$ cat src/rtl/flash_journal_record_scanner_core_macros.svh
// ----------------------------------------------------------------------------
// flash journal record scanner assertion macros
// concurrent assertion wrappers, compiled out when ASSERT_OFF is set
// ----------------------------------------------------------------------------
`ifndef FLASH_JOURNAL_RECORD_SCANNER_CORE_MACROS_SVH
`define FLASH_JOURNAL_RECORD_SCANNER_CORE_MACROS_SVH

`ifndef ASSERT_OFF
`define FJRS_ASSERT(label, clk, rstn, prop, msg) \
    label: assert property (@(posedge clk) disable iff (!rstn) prop) else $error(msg);
`define FJRS_ASSERT_IMP(label, clk, rstn, ante, cons, msg) \
    label: assert property (@(posedge clk) disable iff (!rstn) (ante) |-> (cons)) else $error(msg);
`else
`define FJRS_ASSERT(label, clk, rstn, prop, msg)
`define FJRS_ASSERT_IMP(label, clk, rstn, ante, cons, msg)
`endif

`endif

$ cat src/rtl/fjrs_pkg.sv
// ----------------------------------------------------------------------------
// fjrs_pkg
// shared constants, item and result types and the word-wide crc-32 update
// ----------------------------------------------------------------------------
`default_nettype none

package fjrs_pkg;

    localparam int LOG_BLOCKS     = 128;
    localparam int ERASED_ONES    = 1;
    localparam int MAX_FILE_BYTES = 504;

    localparam int BIDX_W   = $clog2(LOG_BLOCKS + 1);
    localparam int WORDS    = 8;
    localparam int WORD_W   = 32;
    localparam int WCNT_W   = $clog2(WORDS);
    localparam int ID_W     = 6;
    localparam int NUM_IDS  = 64;
    localparam int SIZE_W   = 9;
    localparam int START_W  = 7;
    localparam int REM_W    = 10;
    localparam int DATA_W   = WORDS * WORD_W;
    localparam int OUT_W    = 32;

    // power of two so the pointers wrap on their own
    localparam int QUEUE_DEPTH = 2;
    localparam int QPTR_W      = $clog2(QUEUE_DEPTH);
    localparam int QCNT_W      = $clog2(QUEUE_DEPTH + 1);

    localparam logic [31:0] CRC_POLY = 32'hedb88320;

    localparam logic [1:0] KIND_ENTRY = (ERASED_ONES != 0) ? 2'd3 : 2'd0;
    localparam logic [1:0] KIND_START = (ERASED_ONES != 0) ? 2'd1 : 2'd2;
    localparam logic       KIND_CONT  = (ERASED_ONES != 0) ? 1'b0 : 1'b1;

    localparam int FIRST_LAST_BYTES = 28 - 4;
    localparam int CONT_LAST_BYTES  = 32 - 4;
    localparam int FIRST_PAYLOAD    = 28;
    localparam int CONT_PAYLOAD     = 32;

    localparam int CFG_IDX_W = 2;
    localparam logic [CFG_IDX_W-1:0] CFG_IDENT_A = 2'd0;
    localparam logic [CFG_IDX_W-1:0] CFG_IDENT_B = 2'd1;
    localparam logic [CFG_IDX_W-1:0] CFG_IDENT_C = 2'd2;

    typedef struct packed {
        logic [WORDS-1:0][WORD_W-1:0] words;
        logic                         present;
        logic                         eol;
        logic                         entry_kind;
        logic                         is_start;
        logic                         is_cont;
        logic                         ident_match;
        logic                         size_ok;
        logic [ID_W-1:0]              id;
        logic [SIZE_W-1:0]            size;
    } item_t;

    typedef struct packed {
        logic               entry_found;
        logic [ID_W-1:0]    file_id;
        logic               ids_exhausted;
        logic               data_found;
        logic [START_W-1:0] data_start_index;
        logic [SIZE_W-1:0]  file_size;
    } result_t;

    typedef struct packed {
        logic [QCNT_W-1:0] count;
    } queue_status_t;

    // raw (non-inverted) crc register advanced by one word, low byte first;
    // linear in the input, so it flattens to an xor network
    function automatic logic [31:0] crc32_word(input logic [31:0] crc_in,
                                               input logic [31:0] data);
        logic [31:0] c;
        c = crc_in ^ data;
        for (int k = 0; k < 32; k++) begin
            c = (c >> 1) ^ (CRC_POLY & {32{c[0]}});
        end
        return c;
    endfunction

endpackage

`default_nettype wire

$ cat src/rtl/fjrs_front.sv
// ----------------------------------------------------------------------------
// fjrs_front
// identifier registers, block classification and the short item queue
// ----------------------------------------------------------------------------
`default_nettype none

module fjrs_front
    import fjrs_pkg::*;
(
    input  wire logic                 aclk,
    input  wire logic                 aresetn,
    input  wire logic                 cfg_valid,
    output logic                      cfg_ready,
    input  wire logic [CFG_IDX_W-1:0] cfg_index,
    input  wire logic [WORD_W-1:0]    cfg_data,
    input  wire logic                 s_tvalid,
    output logic                      s_tready,
    input  wire logic [DATA_W-1:0]    s_tdata,
    input  wire logic                 s_tlast,
    input  wire logic                 s_tuser,
    output item_t                     head_item,
    output logic                      head_valid,
    input  wire logic                 head_pop,
    output queue_status_t             q_status
);

    logic [WORD_W-1:0] ident_a_reg, ident_b_reg, ident_c_reg;

    item_t             q_mem_reg [QUEUE_DEPTH];
    logic [QPTR_W-1:0] wr_ptr_reg, rd_ptr_reg;
    logic [QCNT_W-1:0] count_reg, count_next;
    logic              push, pop;
    item_t             in_item;

    assign cfg_ready = 1'b1;

    always_ff @(posedge aclk) begin
        if (!aresetn) begin
            ident_a_reg <= '0;
            ident_b_reg <= '0;
            ident_c_reg <= '0;
        end else if (cfg_valid) begin
            case (cfg_index)
                CFG_IDENT_A: ident_a_reg <= cfg_data;
                CFG_IDENT_B: ident_b_reg <= cfg_data;
                CFG_IDENT_C: ident_c_reg <= cfg_data;
                default: ;
            endcase
        end
    end

    always_comb begin
        in_item             = '0;
        in_item.words       = s_tdata;
        in_item.present     = s_tuser;
        in_item.eol         = s_tlast;
        in_item.entry_kind  = (s_tdata[1:0] == KIND_ENTRY);
        in_item.is_start    = (s_tdata[1:0] == KIND_START);
        in_item.is_cont     = (s_tdata[0] == KIND_CONT);
        in_item.ident_match = (s_tdata[63:32] == ident_a_reg) &&
                              (s_tdata[95:64] == ident_b_reg) &&
                              (s_tdata[127:96] == ident_c_reg);
        in_item.id          = s_tdata[7:2];
        in_item.size        = s_tdata[16:8];
        in_item.size_ok     = (s_tdata[16:8] <= SIZE_W'(MAX_FILE_BYTES));
    end

    assign s_tready   = (count_reg != QCNT_W'(QUEUE_DEPTH));
    assign push       = s_tvalid && s_tready;
    assign head_valid = (count_reg != '0);
    assign pop        = head_pop && head_valid;
    assign head_item  = q_mem_reg[rd_ptr_reg];

    always_comb begin
        count_next = count_reg;
        if (push && !pop) begin
            count_next = count_reg + 1'b1;
        end else if (pop && !push) begin
            count_next = count_reg - 1'b1;
        end
    end

    always_ff @(posedge aclk) begin
        if (!aresetn) begin
            wr_ptr_reg <= '0;
            rd_ptr_reg <= '0;
            count_reg  <= '0;
        end else begin
            if (push) begin
                wr_ptr_reg <= wr_ptr_reg + 1'b1;
            end
            if (pop) begin
                rd_ptr_reg <= rd_ptr_reg + 1'b1;
            end
            count_reg <= count_next;
        end
    end

    always_ff @(posedge aclk) begin
        if (push) begin
            q_mem_reg[wr_ptr_reg] <= in_item;
        end
    end

    assign q_status.count = count_reg;

endmodule

`default_nettype wire

$ cat src/rtl/fjrs_back.sv
// ----------------------------------------------------------------------------
// fjrs_back
// scan state, word-serial crc-32 engine and end-of-log result
// ----------------------------------------------------------------------------
`default_nettype none

module fjrs_back
    import fjrs_pkg::*;
(
    input  wire logic  aclk,
    input  wire logic  aresetn,
    input  wire item_t head_item,
    input  wire logic  head_valid,
    output logic       head_pop,
    input  wire logic  out_free,
    output logic       res_valid,
    output result_t    res
);

    localparam logic [1:0] B_IDLE = 2'd0;
    localparam logic [1:0] B_CRC  = 2'd1;
    localparam logic [1:0] B_EMIT = 2'd2;

    localparam logic [1:0] PH_ENTRY = 2'd0;
    localparam logic [1:0] PH_START = 2'd1;
    localparam logic [1:0] PH_CONT  = 2'd2;

    logic [1:0]               bstate_reg, bstate_next;
    logic [1:0]               phase_reg, phase_next;
    logic [BIDX_W-1:0]        bidx_reg, bidx_next;
    logic [NUM_IDS-1:0]       used_map_reg, used_map_next;
    logic [ID_W-1:0]          matched_reg, matched_next;
    logic signed [REM_W-1:0]  rem_reg, rem_next;
    logic [31:0]              chain_reg, chain_next;
    logic [START_W-1:0]       cand_start_reg, cand_start_next;
    logic [SIZE_W-1:0]        cand_size_reg, cand_size_next;
    logic [START_W-1:0]       best_start_reg, best_start_next;
    logic [SIZE_W-1:0]        best_size_reg, best_size_next;
    logic                     best_valid_reg, best_valid_next;
    logic [31:0]              crc_reg, crc_next;
    logic [WCNT_W-1:0]        wcnt_reg, wcnt_next;

    logic              in_log, take, need_crc, crc_ok, found, exhausted;
    logic [31:0]       seed, crc_step;
    logic [ID_W-1:0]   free_id;

    assign in_log = (bidx_reg < BIDX_W'(LOG_BLOCKS));
    assign take   = head_item.present && in_log;

    always_comb begin
        unique case (phase_reg)
            PH_ENTRY: need_crc = take && head_item.entry_kind;
            PH_START: need_crc = take && head_item.is_start && head_item.size_ok &&
                                 (head_item.id == matched_reg);
            PH_CONT:  need_crc = take && head_item.is_cont;
            default:  need_crc = 1'b0;
        endcase
    end

    // a continuation block picks up the chained value, everything else starts fresh
    assign seed     = (bstate_reg == B_IDLE) ?
                      ((phase_reg == PH_CONT) ? chain_reg : '1) : crc_reg;
    assign crc_step = crc32_word(seed, (bstate_reg == B_IDLE) ? head_item.words[0]
                                                               : head_item.words[wcnt_reg]);
    // after seven words the register holds the crc of words zero to six
    assign crc_ok   = (~crc_reg == head_item.words[WORDS-1]);

    assign found     = (phase_reg != PH_ENTRY);
    assign exhausted = &used_map_reg;

    always_comb begin
        free_id = '0;
        for (int i = NUM_IDS - 1; i >= 0; i--) begin
            if (!used_map_reg[i]) begin
                free_id = ID_W'(i);
            end
        end
    end

    always_comb begin
        res                  = '0;
        res.entry_found      = found;
        res.file_id          = found ? matched_reg : (exhausted ? '0 : free_id);
        res.ids_exhausted    = !found && exhausted;
        res.data_found       = found && best_valid_reg;
        res.data_start_index = (found && best_valid_reg) ? best_start_reg : '0;
        res.file_size        = (found && best_valid_reg) ? best_size_reg : '0;
    end

    always_comb begin
        bstate_next     = bstate_reg;
        phase_next      = phase_reg;
        bidx_next       = bidx_reg;
        used_map_next   = used_map_reg;
        matched_next    = matched_reg;
        rem_next        = rem_reg;
        chain_next      = chain_reg;
        cand_start_next = cand_start_reg;
        cand_size_next  = cand_size_reg;
        best_start_next = best_start_reg;
        best_size_next  = best_size_reg;
        best_valid_next = best_valid_reg;
        crc_next        = crc_reg;
        wcnt_next       = wcnt_reg;
        head_pop        = 1'b0;
        res_valid       = 1'b0;

        unique case (bstate_reg)
            B_IDLE: begin
                if (head_valid) begin
                    if (need_crc) begin
                        crc_next    = crc_step;
                        wcnt_next   = WCNT_W'(1);
                        bstate_next = B_CRC;
                    end else begin
                        if (take) begin
                            bidx_next = bidx_reg + 1'b1;
                            // chain broken by a block of another kind
                            if (phase_reg == PH_CONT) begin
                                phase_next = PH_START;
                            end
                        end
                        if (head_item.eol) begin
                            bstate_next = B_EMIT;
                        end else begin
                            head_pop = 1'b1;
                        end
                    end
                end
            end
            B_CRC: begin
                if (wcnt_reg != WCNT_W'(WORDS - 1)) begin
                    crc_next  = crc_step;
                    wcnt_next = wcnt_reg + 1'b1;
                end else begin
                    bidx_next = bidx_reg + 1'b1;
                    unique case (phase_reg)
                        PH_ENTRY: begin
                            if (crc_ok) begin
                                if (head_item.ident_match) begin
                                    matched_next = head_item.id;
                                    phase_next   = PH_START;
                                end else begin
                                    used_map_next[head_item.id] = 1'b1;
                                end
                            end
                        end
                        PH_START: begin
                            cand_start_next = bidx_reg[START_W-1:0];
                            cand_size_next  = head_item.size;
                            if (head_item.size <= SIZE_W'(FIRST_LAST_BYTES)) begin
                                // whole file fits in the start block
                                if (crc_ok) begin
                                    best_start_next = bidx_reg[START_W-1:0];
                                    best_size_next  = head_item.size;
                                    best_valid_next = 1'b1;
                                end
                            end else begin
                                rem_next   = $signed(REM_W'(head_item.size)) -
                                             $signed(REM_W'(FIRST_PAYLOAD));
                                chain_next = crc_step;
                                phase_next = PH_CONT;
                            end
                        end
                        PH_CONT: begin
                            if (rem_reg <= $signed(REM_W'(CONT_LAST_BYTES))) begin
                                if (crc_ok) begin
                                    best_start_next = cand_start_reg;
                                    best_size_next  = cand_size_reg;
                                    best_valid_next = 1'b1;
                                end
                                phase_next = PH_START;
                            end else begin
                                rem_next   = rem_reg - $signed(REM_W'(CONT_PAYLOAD));
                                chain_next = crc_step;
                            end
                        end
                        default: ;
                    endcase
                    if (head_item.eol) begin
                        bstate_next = B_EMIT;
                    end else begin
                        head_pop    = 1'b1;
                        bstate_next = B_IDLE;
                    end
                end
            end
            B_EMIT: begin
                if (out_free) begin
                    res_valid       = 1'b1;
                    head_pop        = 1'b1;
                    bstate_next     = B_IDLE;
                    phase_next      = PH_ENTRY;
                    bidx_next       = BIDX_W'(1);
                    used_map_next   = '0;
                    matched_next    = '0;
                    rem_next        = '0;
                    chain_next      = '0;
                    cand_start_next = '0;
                    cand_size_next  = '0;
                    best_start_next = '0;
                    best_size_next  = '0;
                    best_valid_next = 1'b0;
                end
            end
            default: begin
                bstate_next = B_IDLE;
            end
        endcase
    end

    always_ff @(posedge aclk) begin
        if (!aresetn) begin
            bstate_reg     <= B_IDLE;
            phase_reg      <= PH_ENTRY;
            bidx_reg       <= BIDX_W'(1);
            used_map_reg   <= '0;
            matched_reg    <= '0;
            rem_reg        <= '0;
            chain_reg      <= '0;
            cand_start_reg <= '0;
            cand_size_reg  <= '0;
            best_start_reg <= '0;
            best_size_reg  <= '0;
            best_valid_reg <= 1'b0;
            wcnt_reg       <= '0;
        end else begin
            bstate_reg     <= bstate_next;
            phase_reg      <= phase_next;
            bidx_reg       <= bidx_next;
            used_map_reg   <= used_map_next;
            matched_reg    <= matched_next;
            rem_reg        <= rem_next;
            chain_reg      <= chain_next;
            cand_start_reg <= cand_start_next;
            cand_size_reg  <= cand_size_next;
            best_start_reg <= best_start_next;
            best_size_reg  <= best_size_next;
            best_valid_reg <= best_valid_next;
            wcnt_reg       <= wcnt_next;
        end
    end

    always_ff @(posedge aclk) begin
        crc_reg <= crc_next;
    end

endmodule

`default_nettype wire

$ cat src/rtl/flash_journal_record_scanner_core.sv
// ----------------------------------------------------------------------------
// flash_journal_record_scanner_core
// a block that needs a crc check runs through the crc engine one word per cycle,
// word zero in the idle state and words one to six in the crc state, before it
// is popped; other blocks are popped from the idle state, and the end of log
// passes through the emit state into the output word register
// reset: synchronous on aresetn low, scan restarts at block 1, identifier zero
// ----------------------------------------------------------------------------
`default_nettype none
`include "flash_journal_record_scanner_core_macros.svh"

module flash_journal_record_scanner_core
    import fjrs_pkg::*;
(
    input  wire logic                 aclk,
    input  wire logic                 aresetn,
    input  wire logic                 cfg_valid,
    output logic                      cfg_ready,
    input  wire logic [CFG_IDX_W-1:0] cfg_index,
    input  wire logic [WORD_W-1:0]    cfg_data,
    input  wire logic                 s_tvalid,
    output logic                      s_tready,
    // word0, word1, word2, word3, word4, word5, word6, word7
    input  wire logic [DATA_W-1:0]    s_tdata,
    input  wire logic                 s_tlast,
    // block_present
    input  wire logic                 s_tuser,
    output logic                      m_tvalid,
    input  wire logic                 m_tready,
    // entry_found, file_id, ids_exhausted, data_found, data_start_index,
    // file_size, zero fill
    output logic [OUT_W-1:0]          m_tdata
);

    item_t         head_item;
    logic          head_valid, head_pop;
    queue_status_t q_status;
    logic          out_free, res_valid;
    result_t       res;
    result_t       out_reg;
    logic          m_valid_reg;

    fjrs_front u_front (
        .aclk       (aclk),
        .aresetn    (aresetn),
        .cfg_valid  (cfg_valid),
        .cfg_ready  (cfg_ready),
        .cfg_index  (cfg_index),
        .cfg_data   (cfg_data),
        .s_tvalid   (s_tvalid),
        .s_tready   (s_tready),
        .s_tdata    (s_tdata),
        .s_tlast    (s_tlast),
        .s_tuser    (s_tuser),
        .head_item  (head_item),
        .head_valid (head_valid),
        .head_pop   (head_pop),
        .q_status   (q_status)
    );

    fjrs_back u_back (
        .aclk       (aclk),
        .aresetn    (aresetn),
        .head_item  (head_item),
        .head_valid (head_valid),
        .head_pop   (head_pop),
        .out_free   (out_free),
        .res_valid  (res_valid),
        .res        (res)
    );

    // output word register, the back end keeps working while it waits
    assign out_free = !m_valid_reg || m_tready;

    always_ff @(posedge aclk) begin
        if (!aresetn) begin
            m_valid_reg <= 1'b0;
        end else if (res_valid) begin
            m_valid_reg <= 1'b1;
        end else if (m_tready) begin
            m_valid_reg <= 1'b0;
        end
    end

    always_ff @(posedge aclk) begin
        if (res_valid) begin
            out_reg <= res;
        end
    end

    assign m_tvalid = m_valid_reg;
    assign m_tdata  = {7'd0,
                       out_reg.file_size,
                       out_reg.data_start_index,
                       out_reg.data_found,
                       out_reg.ids_exhausted,
                       out_reg.file_id,
                       out_reg.entry_found};

    `FJRS_ASSERT_IMP(a_res_into_free_slot, aclk, aresetn, res_valid, out_free, "result produced while output word still held")
    `FJRS_ASSERT(a_queue_bound, aclk, aresetn, (q_status.count <= QCNT_W'(QUEUE_DEPTH)), "item queue overfilled")
    `FJRS_ASSERT_IMP(a_exhausted_no_match, aclk, aresetn, (m_tvalid && m_tdata[7]), (!m_tdata[0] && (m_tdata[6:1] == '0)), "ids exhausted with a match or nonzero id")
    `FJRS_ASSERT_IMP(a_data_needs_entry, aclk, aresetn, (m_tvalid && m_tdata[8]), m_tdata[0], "data found without a matched entry")

endmodule

`default_nettype wire

$ cat config.mk
export PLATFORM = sky130hd
export DESIGN_NAME = flash_journal_record_scanner_core
export DESIGN_NICKNAME = d
export VERILOG_FILES = /design/src/rtl/fjrs_pkg.sv /design/src/rtl/fjrs_front.sv /design/src/rtl/fjrs_back.sv /design/src/rtl/flash_journal_record_scanner_core.sv
export VERILOG_INCLUDE_DIRS = /design/src /design/src/rtl
export SDC_FILE = /design/constraint.sdc
export NUM_CORES = 1
export LEC_CHECK = 0
export ABC_CLOCK_PERIOD_IN_PS = 16400
export BUFFER_PORTS_ARGS = -buffer_cell sky130_fd_sc_hd__buf_4
export CORE_MARGIN = 2
export CORE_UTILIZATION = 35
export DETAILED_ROUTE_END_ITERATION = 10
export GPL_ROUTABILITY_DRIVEN = 0
export GPL_TIMING_DRIVEN = 0
export PLACE_DENSITY = 0.52
export SKIP_CTS_REPAIR_TIMING = 1
export SYNTH_ARGS = -nofsm -noshare
export SYNTH_HDL_FRONTEND = slang
export SYNTH_SLANG_ARGS = --single-unit
$ cat constraint.sdc
create_clock -name aclk -period 16.4 [get_ports aclk]
set_clock_uncertainty 0.15 [all_clocks]
set_input_delay 0.82 -clock aclk [delete_from_list [all_inputs] [get_ports aclk]]
set_output_delay 0.82 -clock aclk [all_outputs]
set_load 0.01 [all_outputs]
==> impl_metrics.env, run 1 <==
export IMPL_status="finished with violations"
export IMPL_violations="capacitance limit, slew limit"
export IMPL_multi_input_area_um2=14590
export IMPL_min_from="s_tdata[235]"
export IMPL_cts_clk_slew_worst_paths_ps=60
export IMPL_crit_path_end_kind="flop"
export IMPL_hold_class="primary input to flop"
export IMPL_netlist_instances=2990
export IMPL_vias=25360
export IMPL_placed_cells=4756
export IMPL_syn2layout_area_growth_pct=21.01
export IMPL_synth_area_um2=38240
export IMPL_synth_seq_cells=845
export IMPL_ys_types=76
export IMPL_synth_area_per_cell_um2=12.79
export IMPL_port_buffers=323
export IMPL_ant_nets=0
export IMPL_drc=0
export IMPL_drtPass1Iterations=6
export IMPL_diodes=0
export IMPL_crit_type="flop to flop"
export IMPL_synth_edf_count=583
export IMPL_yosys_warnings=0
export IMPL_routed_wl_mm=126.1
export IMPL_hpwlAfterDp_mm=96.05
export IMPL_grt_pass1_vias=24960
export IMPL_row_count=121
export IMPL_cts_tree="built"
export IMPL_required_ps=16790
export IMPL_wl_per_cell_um=25.57
export IMPL_synth_common_cells="edfxtp_1 (583), nand2_1 (325), xnor2_1 (278), dfxtp_1 (262), a21oi_1 (232)"
export IMPL_final_max_slew_violation_count=1
export IMPL_cts_buffers=94
export IMPL_synth_top_cell_by_area="edfxtp_1"
export IMPL_rsz0062_at_grt="false"
export IMPL_grt_first_pass_wirelength_mm=179.6
export IMPL_setup_slack_ps=8715
export IMPL_relSlewSlack_pct=-0.5275
export IMPL_ios=332
export IMPL_viasPerCell=5.143
export IMPL_ys_seq_area_share_pct=59.50
export IMPL_final_util_pct=42.63
export IMPL_grt_usage_pct=22.35
export IMPL_drive_gt1_share_pct=20.05
export IMPL_cts_htree_levels=3
export IMPL_ys_flop_type="edfxtp_1"
export IMPL_cts_buffer_depth=3
export IMPL_insertion_delay_ps=690
export IMPL_drt_iter0_drc=2217
export IMPL_setup_viol=0
export IMPL_antenna_found_initial=11
export IMPL_tns_ps=0
export IMPL_fmax_mhz=130.1
export IMPL_core_area_um2=108600
export IMPL_dieHeight_um=334.5
export IMPL_grt_overflow=0
export IMPL_seq_area_um2=22750
export IMPL_root_buffer="clkbuf_16"
export IMPL_cap_violations=1
export IMPL_ys_top_cells_by_area="edfxtp_1 (46%), dfxtp_1 (14%), xnor2_1 (6.4%)"
export IMPL_min_period_over_period_pct=46.86
export IMPL_min_period_ps=7685
export IMPL_grt_max_degree=62
export IMPL_crit_arrival_ps=8080
export IMPL_async_reset_ff_share_pct=0
export IMPL_die_area_um2=111900
export IMPL_path_max_fanout=10
export IMPL_finalHoldViolCount=0
export IMPL_yosysMostFrequentCell="edfxtp_1"
export IMPL_layout_nets=3746
export IMPL_cts_sinks=845
export IMPL_fin_cells=4931
export IMPL_dpl_worst_slack_ps=8393
export IMPL_dieWidth_um=334.5
export IMPL_largest_reg_flops=526
export IMPL_cp_start_kind="flop"
export IMPL_nFillCells=10140
export IMPL_initial_core_util_pct=35.23
export IMPL_tightest_slew_ps=1466
export IMPL_synth_top_area_share_pct=45.78
## area by class of cell
cell class	instances	share of cell area, %
sequential	845	49.17
multi-input combinational	1953	31.54
timing repair buffer	346	6.309
clock buffer	123	5.606
tap	1414	3.824
buffer	160	1.831
clock inverter	52	1.412
inverter	38	0.3083
## path summary, 6_finish.rpt
kind	endpoint	slack, ps	cells past startpoint
max	u_back.best_size_reg[3]	8720	19
min	u_front.q_mem_reg[0][257]	160	1
max reg2reg	u_back.best_size_reg[3]	8720	19
min reg2reg	u_back.rem_reg[2]	310	2
## through the flow
stage	hold slack [ps]	cell area (um^2)
after detailed placement	298.5	43020
after global placement	292.9	42450
after CTS	126.3	46270
final	164.8	46270
after floorplan	281.9	38260
after global routing	142.5	46270
## cells in the final DEF (no fill, tap or decap), types with 36 or more instances in the layout
cell type,instances
nand2_1,325
a21oi_1,232
xnor2_1,278
dfxtp_1,262
clkbuf_16,96
buf_4,335
inv_1,36
nand4_1,39
clkbuf_1,122
xor2_1,110
mux4_2,83
nor2_1,190
o21ai_0,66
nand3_1,50
edfxtp_1,583
mux2i_1,172
## worst max-delay path, cell delays in order (launching register included)
cell and delay (ps):
dfxtp_1 550, buf_6 280, buf_12 210, buf_12 170, buf_8 200, buf_6 220, buf_8 220, buf_6 220
buf_6 210, buf_2 410, buf_1 730, mux2i_1 270, xnor2_1 450, nand4_1 130, nor4_1 920, nand2_1 260
a21oi_1 860, clkbuf_1 630, mux2i_1 280, nor2_1 50
## routing by layer
layer	routed length [um]	vias to the layer above	track usage, %
met4	4306	8	7.725
li1	-	11750	-
met3	6900	178	2.868
met2	61440	799	37.48
met5	54	-	0
met1	53390	12630	29.82
## cells by family after synthesis
logic type / Yosys count / share of synthesized area, %
AND/OR/NAND/NOR: 776 / 9.198
adder cells (fa/ha/maj): 11 / 0.3599
other: 2 / 0.01964
AO/OA/AOI/OAI: 451 / 7.094
XOR/XNOR: 437 / 11.38
multiplexers: 270 / 9.856
buffers and inverters: 198 / 2.588
flip-flops: 845 / 59.50
Power of run 1 is not shown: default switching activity piles up to over one toggle a cycle in this logic, so the estimate is an artifact.
==> inputs of run 2 (changes only) <==
--- a/config.mk
+++ b/config.mk
@@ -6,7 +6,8 @@
 export SDC_FILE = /design/constraint.sdc
 export NUM_CORES = 1
 export LEC_CHECK = 0
-export ABC_CLOCK_PERIOD_IN_PS = 16400
+export ABC_AREA = 1
+export ABC_CLOCK_PERIOD_IN_PS = 7300
 export BUFFER_PORTS_ARGS = -buffer_cell sky130_fd_sc_hd__buf_4
 export CORE_MARGIN = 2
 export CORE_UTILIZATION = 35
==> constraint.sdc (replaced) <==
create_clock -name aclk -period 7.3 [get_ports aclk]
set_clock_uncertainty 0.15 [all_clocks]
set_input_delay 0.365 -clock aclk [delete_from_list [all_inputs] [get_ports aclk]]
set_output_delay 0.365 -clock aclk [all_outputs]
set_load 0.01 [all_outputs]
==> run 2 against run 1 <==
  * The flow now finishes without violations
  * Wire length rose by 7.8%
  * Maximum frequency rose by 9.7%
  * Cell count rose by 25%
  * Critical endpoint is now u_back.chain_reg[27]
==> impl_metrics.env, run 2 <==
export IMPL_status="complete, no violations"
export IMPL_ant_nets=0
export IMPL_required_ps=7770
export IMPL_antenna_found_initial=13
export IMPL_ios=332
export IMPL_synth_area_um2=38980
export IMPL_routed_wl_mm=136.0
export IMPL_final_cell_mix="edfxtp_1 (583), nor2_1 (552), nand2_1 (519), o21ai_0 (360), buf_4 (355)"
export IMPL_cp_start_kind="flop"
export IMPL_synth_top_area_share_pct=44.91
export IMPL_tns_ps=0
export IMPL_holdWs_ps=143.9
export IMPL_final_max_slew_violation_count=0
export IMPL_core_area_um2=110500
export IMPL_layout_nets=4876
export IMPL_hold_class="primary input to flop"
export IMPL_grt_usage_pct=23.13
export IMPL_ys_flop_type="edfxtp_1"
export IMPL_port_buffers=322
export IMPL_synth_top_cell_by_area="edfxtp_1"
export IMPL_yosysMostFrequentCell="edfxtp_1"
export IMPL_crit_chain="inv_1, ha_1, inv_1, buf_2, buf_2, buf_2, buf_2, buf_2, clkbuf_2, clkbuf_2, clkbuf_4, o21ai_0, xnor2_1, xor2_1, xor2_1, xnor2_2, xnor2_4, buf_12, xor2_4, xor2_2, xor2_1, xor2_1, nand2_1, a21oi_1"
export IMPL_grt_first_pass_wirelength_mm=191.3
export IMPL_min_period_ps=7006
export IMPL_grt_max_degree=31
export IMPL_cts_clk_slew_worst_paths_ps=60
export IMPL_crit_path_end_kind="flop"
export IMPL_setup_viol=0
export IMPL_crit_top_cell="buf_2"
export IMPL_yosys_warnings=0
export IMPL_wl_per_cell_um=22.11
export IMPL_insertion_delay_ps=700
export IMPL_cts_buffers=96
export IMPL_netlist_instances=3821
export IMPL_grt_pass1_vias=28400
export IMPL_crit_arrival_ps=7480
export IMPL_ys_types=57
export IMPL_crit_type="flop to flop"
export IMPL_grt_overflow=0
export IMPL_synth_edf_count=583
export IMPL_drt_iter0_drc=2631
export IMPL_synth_area_per_cell_um2=10.20
export IMPL_cts_sinks=845
export IMPL_path_max_fanout=10
export IMPL_synth_common_cells="edfxtp_1 (583), nor2_1 (554), nand2_1 (519), o21ai_0 (366), dfxtp_1 (262)"
export IMPL_min_period_over_period_pct=95.97
export IMPL_nFillCells=10610
export IMPL_largest_reg_flops=526
export IMPL_drc=0
export IMPL_hpwlAfterDp_mm=100.8
export IMPL_slowest_stage="xnor2_1"
export IMPL_ys_top_cells_by_area="edfxtp_1 (45%), dfxtp_1 (13%), nor2_1 (5.3%)"
export IMPL_relSlewSlack_pct=6.515
export IMPL_dieHeight_um=337.7
export IMPL_ys_seq_area_share_pct=58.37
export IMPL_fin_cells=6149
export IMPL_tightest_slew_ps=1388
export IMPL_drtPass1Iterations=6
export IMPL_cts_buffer_depth=3
export IMPL_synth_seq_cells=845
export IMPL_dieWidth_um=337.7
export IMPL_cts_tree="built"
export IMPL_cp_slowest_stage_delay_ps=430
export IMPL_die_area_um2=114100
export IMPL_cap_violations=0
export IMPL_cts_htree_levels=3
export IMPL_vias=30990
export IMPL_final_common_cell="edfxtp_1"
export IMPL_root_buffer="clkbuf_16"
export IMPL_placed_cells=5661
export IMPL_fmax_mhz=142.7
export IMPL_finalHoldViolCount=0
export IMPL_async_reset_ff_share_pct=0
export IMPL_rsz0062_at_grt="false"
export IMPL_row_count=122
export IMPL_drive_gt1_share_pct=15.48
export IMPL_syn2layout_area_growth_pct=28.36
export IMPL_initial_core_util_pct=35.27
export IMPL_viasPerCell=5.039
run 2: cell types whose count changed after synthesis, moves of 46 or more:
cell / before / now
nand3_1: 50 / 106
nand2_1: 325 / 519
inv_1: 36 / 205
xnor2_1: 278 / 145
mux4_2: 83 / 0
o22ai_1: 9 / 93
xor2_1: 110 / 213
mux2i_1: 179 / 10
buf_2: 12 / 58
nor2_1: 192 / 554
o21ai_0: 66 / 366
run 2: path summary, 6_finish.rpt:
kind / from / endpoint / slack (ps) / cells after the start
max reg2reg: u_back.bstate_reg[0] / u_back.chain_reg[27] / 290 / 24
min: cfg_index[1] / u_front.ident_a_reg[31] / 140 / 5
max: u_back.bstate_reg[0] / u_back.chain_reg[27] / 290 / 24
min reg2reg: u_back.best_size_reg[7] / u_back.best_size_reg[7] / 300 / 2
run 2: cell type report:
cell class	instances	area (um^2)	share of cell area, %
Sequential cell	845	22750	45.47
Clock inverter	34	365.4	0.7301
Timing Repair Buffer	643	5859	11.71
Tap cell	1488	1862	3.721
Antenna cell	11	27.53	0.05501
Buffer	204	1067	2.133
Multi-Input combinational cell	2557	14440	28.87
Clock buffer	146	2830	5.656
Inverter	221	829.5	1.658
run 2: kinds of logic after synthesis:
kind of cell	after synthesis	synth area share, %
AO/OA/AOI/OAI	828	12.06
AND/OR/NAND/NOR	1290	13.44
buffers and inverters	425	4.808
multiplexers	11	0.2921
adder cells (fa/ha/maj)	11	0.3531
other	2	0.01927
flip-flops	845	58.37
XOR/XNOR	409	10.66
run 2: metal layers:
metal / part of all wire (%) / vias to the layer above / global-route usage, %
li1: - / 14630 / -
met1: 43 / 15100 / 30.88
met2: 47 / 1034 / 37.15
met3: 6.9 / 221 / 5.122
met4: 2.9 / 8 / 7.660
met5: 0.034 / - / 0
run 2: critical path: cells and delay by family (launching register included):
family | cells | cell delay [ps]
buffers and inverters | 11 | 3000
XOR/XNOR | 9 | 2550
AO/OA/AOI/OAI | 2 | 450
flip-flops | 1 | 360
adder cells (fa/ha/maj) | 1 | 300
AND/OR/NAND/NOR | 1 | 90
run 2: stage by stage:
stage / setup WS, ps / util, % / area [um^2]
final: 294.2 / 45.28 / 50040
after global routing: 17.68 / 45.27 / 50030
after CTS: -720.8 / 42.50 / 46970
after detailed placement: -676.5 / 39.61 / 43770
after global placement: -5730 / 39.17 / 43290
after floorplan: -817.7 / - / 39010
Power of run 2 is left out for the same reason.
==> inputs of run 3 (changes only) <==
--- a/config.mk
+++ b/config.mk
@@ -9,12 +9,14 @@
 export ABC_AREA = 1
 export ABC_CLOCK_PERIOD_IN_PS = 7300
 export BUFFER_PORTS_ARGS = -buffer_cell sky130_fd_sc_hd__buf_4
+export CELL_PAD_IN_SITES_DETAIL_PLACEMENT = 1
+export CELL_PAD_IN_SITES_GLOBAL_PLACEMENT = 2
 export CORE_MARGIN = 2
 export CORE_UTILIZATION = 35
 export DETAILED_ROUTE_END_ITERATION = 10
 export GPL_ROUTABILITY_DRIVEN = 0
 export GPL_TIMING_DRIVEN = 0
-export PLACE_DENSITY = 0.52
+export PLACE_DENSITY = 0.73
 export SKIP_CTS_REPAIR_TIMING = 1
 export SYNTH_ARGS = -nofsm -noshare
 export SYNTH_HDL_FRONTEND = slang
==> run 3 against run 2 <==
  * Count of clock-buffer cells in the layout decreased by 20
  * Setup slack got worse by 3.0 ps
  * Via count increased by 0.41%
  * Global-route usage increased by 1.2 points
  * Maximum frequency about the same
  * Core utilization decreased by 0.10 points
  * Hold slack got worse by 120 ps
  * Wire length increased by 6.7%
  * Non-clock buffer count decreased by 5
  * Design area decreased by 0.23%
==> impl_metrics.env, run 3 (synthesized netlist as in run 2, its figures left out) <==
export IMPL_setup_viol=0
export IMPL_r2r_start="u_back.wcnt_reg[0]"
export IMPL_hpwlAfterDp_mm=106.9
export IMPL_insertion_delay_ps=710
export IMPL_ant_nets=0
export IMPL_final_common_cell="edfxtp_1"
export IMPL_layout_nets=4870
export IMPL_relSlewSlack_pct=10.10
export IMPL_crit_path_end="u_back.chain_reg[20]"
export IMPL_multi_input_area_um2=14470
export IMPL_cap_violations=0
export IMPL_largest_reg_flops=526
export IMPL_drtPass1Iterations=5
export IMPL_root_buffer="clkbuf_16"
export IMPL_viasPerCell=5.066
export IMPL_cp_start_kind="flop"
export IMPL_drc=0
export IMPL_syn2layout_area_growth_pct=28.07
export IMPL_status="complete, no violations"
export IMPL_required_ps=7750
export IMPL_r2r_setup_slack_ps=290
export IMPL_reg2reg_to="u_back.chain_reg[20]"
export IMPL_min_period_ps=7009
export IMPL_grt_overflow=0
export IMPL_grt_max_degree=32
export IMPL_slowest_stage="dfxtp_2"
export IMPL_port_buffers=322
export IMPL_hold_class="primary input to flop"
export IMPL_cts_buffers=95
export IMPL_cts_htree_levels=3
export IMPL_cts_clk_slew_worst_paths_ps=60
export IMPL_core_area_um2=110500
export IMPL_crit_path_start="u_back.wcnt_reg[0]"
export IMPL_finalHoldViolCount=0
export IMPL_die_area_um2=114100
export IMPL_grt_pass1_vias=30600
export IMPL_grt_first_pass_wirelength_mm=202.1
export IMPL_rr_worst_depth=26
export IMPL_dieWidth_um=337.7
export IMPL_cts_tree="built"
export IMPL_hold_path_depth=5
export IMPL_crit_top_cell="xor2_1"
export IMPL_cts_buffer_depth=3
export IMPL_antenna_found_initial=19
export IMPL_seq_area_um2=22750
export IMPL_fmax_mhz=142.7
export IMPL_min_period_over_period_pct=96.01
export IMPL_holdWs_ps=23.02
export IMPL_crit_arrival_ps=7460
export IMPL_vias=31110
export IMPL_initial_core_util_pct=35.27
export IMPL_tightest_slew_ps=1315
export IMPL_ios=332
export IMPL_nFillCells=12340
export IMPL_wl_per_cell_um=23.62
export IMPL_cts_sinks=845
export IMPL_grt_usage_pct=24.35
export IMPL_drive_gt1_share_pct=15.34
export IMPL_path_max_fanout=10
export IMPL_final_max_slew_violation_count=0
export IMPL_dieHeight_um=337.7
export IMPL_crit_type="flop to flop"
export IMPL_final_cell_mix="edfxtp_1 (583), nor2_1 (552), nand2_1 (519), o21ai_0 (361), buf_4 (351)"
export IMPL_drt_iter0_drc=2403
export IMPL_cp_slowest_stage_delay_ps=500
export IMPL_row_count=122
export IMPL_routed_wl_mm=145.1
export IMPL_crit_path_end_kind="flop"
export IMPL_final_util_pct=45.17
export IMPL_tns_ps=0
==> run 3: metrics by stage <==
stage               cell area, um^2  std cells  worst slack, ps
floorplan                     39010       3827           -817.7
detailed placement            43800       5662           -743.6
finish                        49920       6141            291.2
global placement              43290       5637            -5690
global route                  49900       6131           -29.76
CTS                           46890       5839           -816.4
==> run 3: cell type report <==
class	instances	area share [%]
Clock inverter	51	1.050
Inverter	221	1.662
Buffer	203	2.123
Clock buffer	126	5.138
Sequential cell	845	45.58
Timing Repair Buffer	639	11.68
Tap cell	1488	3.729
Multi-Input combinational cell	2557	28.98
Antenna cell	11	0.05514
==> run 3: worst max-delay path, delay by kind of cell (launching register included) <==
family	cells	cell delay (ps)
AO/OA/AOI/OAI	5	1150
AND/OR/NAND/NOR	3	280
XOR/XNOR	11	2790
buffers and inverters	7	2010
flip-flops	1	500
==> run 3: how the worst min path moves through the flow <==
| stage | startpoint | to | slack [ps] |
|---|---|---|---|
| finish | cfg_index[1] | u_front.ident_b_reg[31] | 20 |
| global route | cfg_index[1] | u_front.ident_b_reg[31] | 50 |
| CTS | s_tdata[246] | u_front.q_mem_reg[1][268] | -350 |
| detailed placement | u_back.used_map_reg[14] | u_back.used_map_reg[14] | 310 |
| global placement | u_back.best_size_reg[7] | u_back.best_size_reg[7] | 300 |
| floorplan | u_back.best_size_reg[2] | u_back.best_size_reg[2] | 280 |
==> run 3: per-layer routing <==
metal / share of wire (%) / GRT usage [%] / up-vias / routed length, um
met1: 43 / 32.08 / 15410 / 62300
met3: 6.2 / 5.375 / 236 / 8971
met4: 3.8 / 8.492 / 6 / 5472
li1: - / - / 14600 / -
met5: 0.028 / 0 / - / 40
met2: 47 / 39.45 / 858 / 68290
Power of run 3 is left out for the same reason.
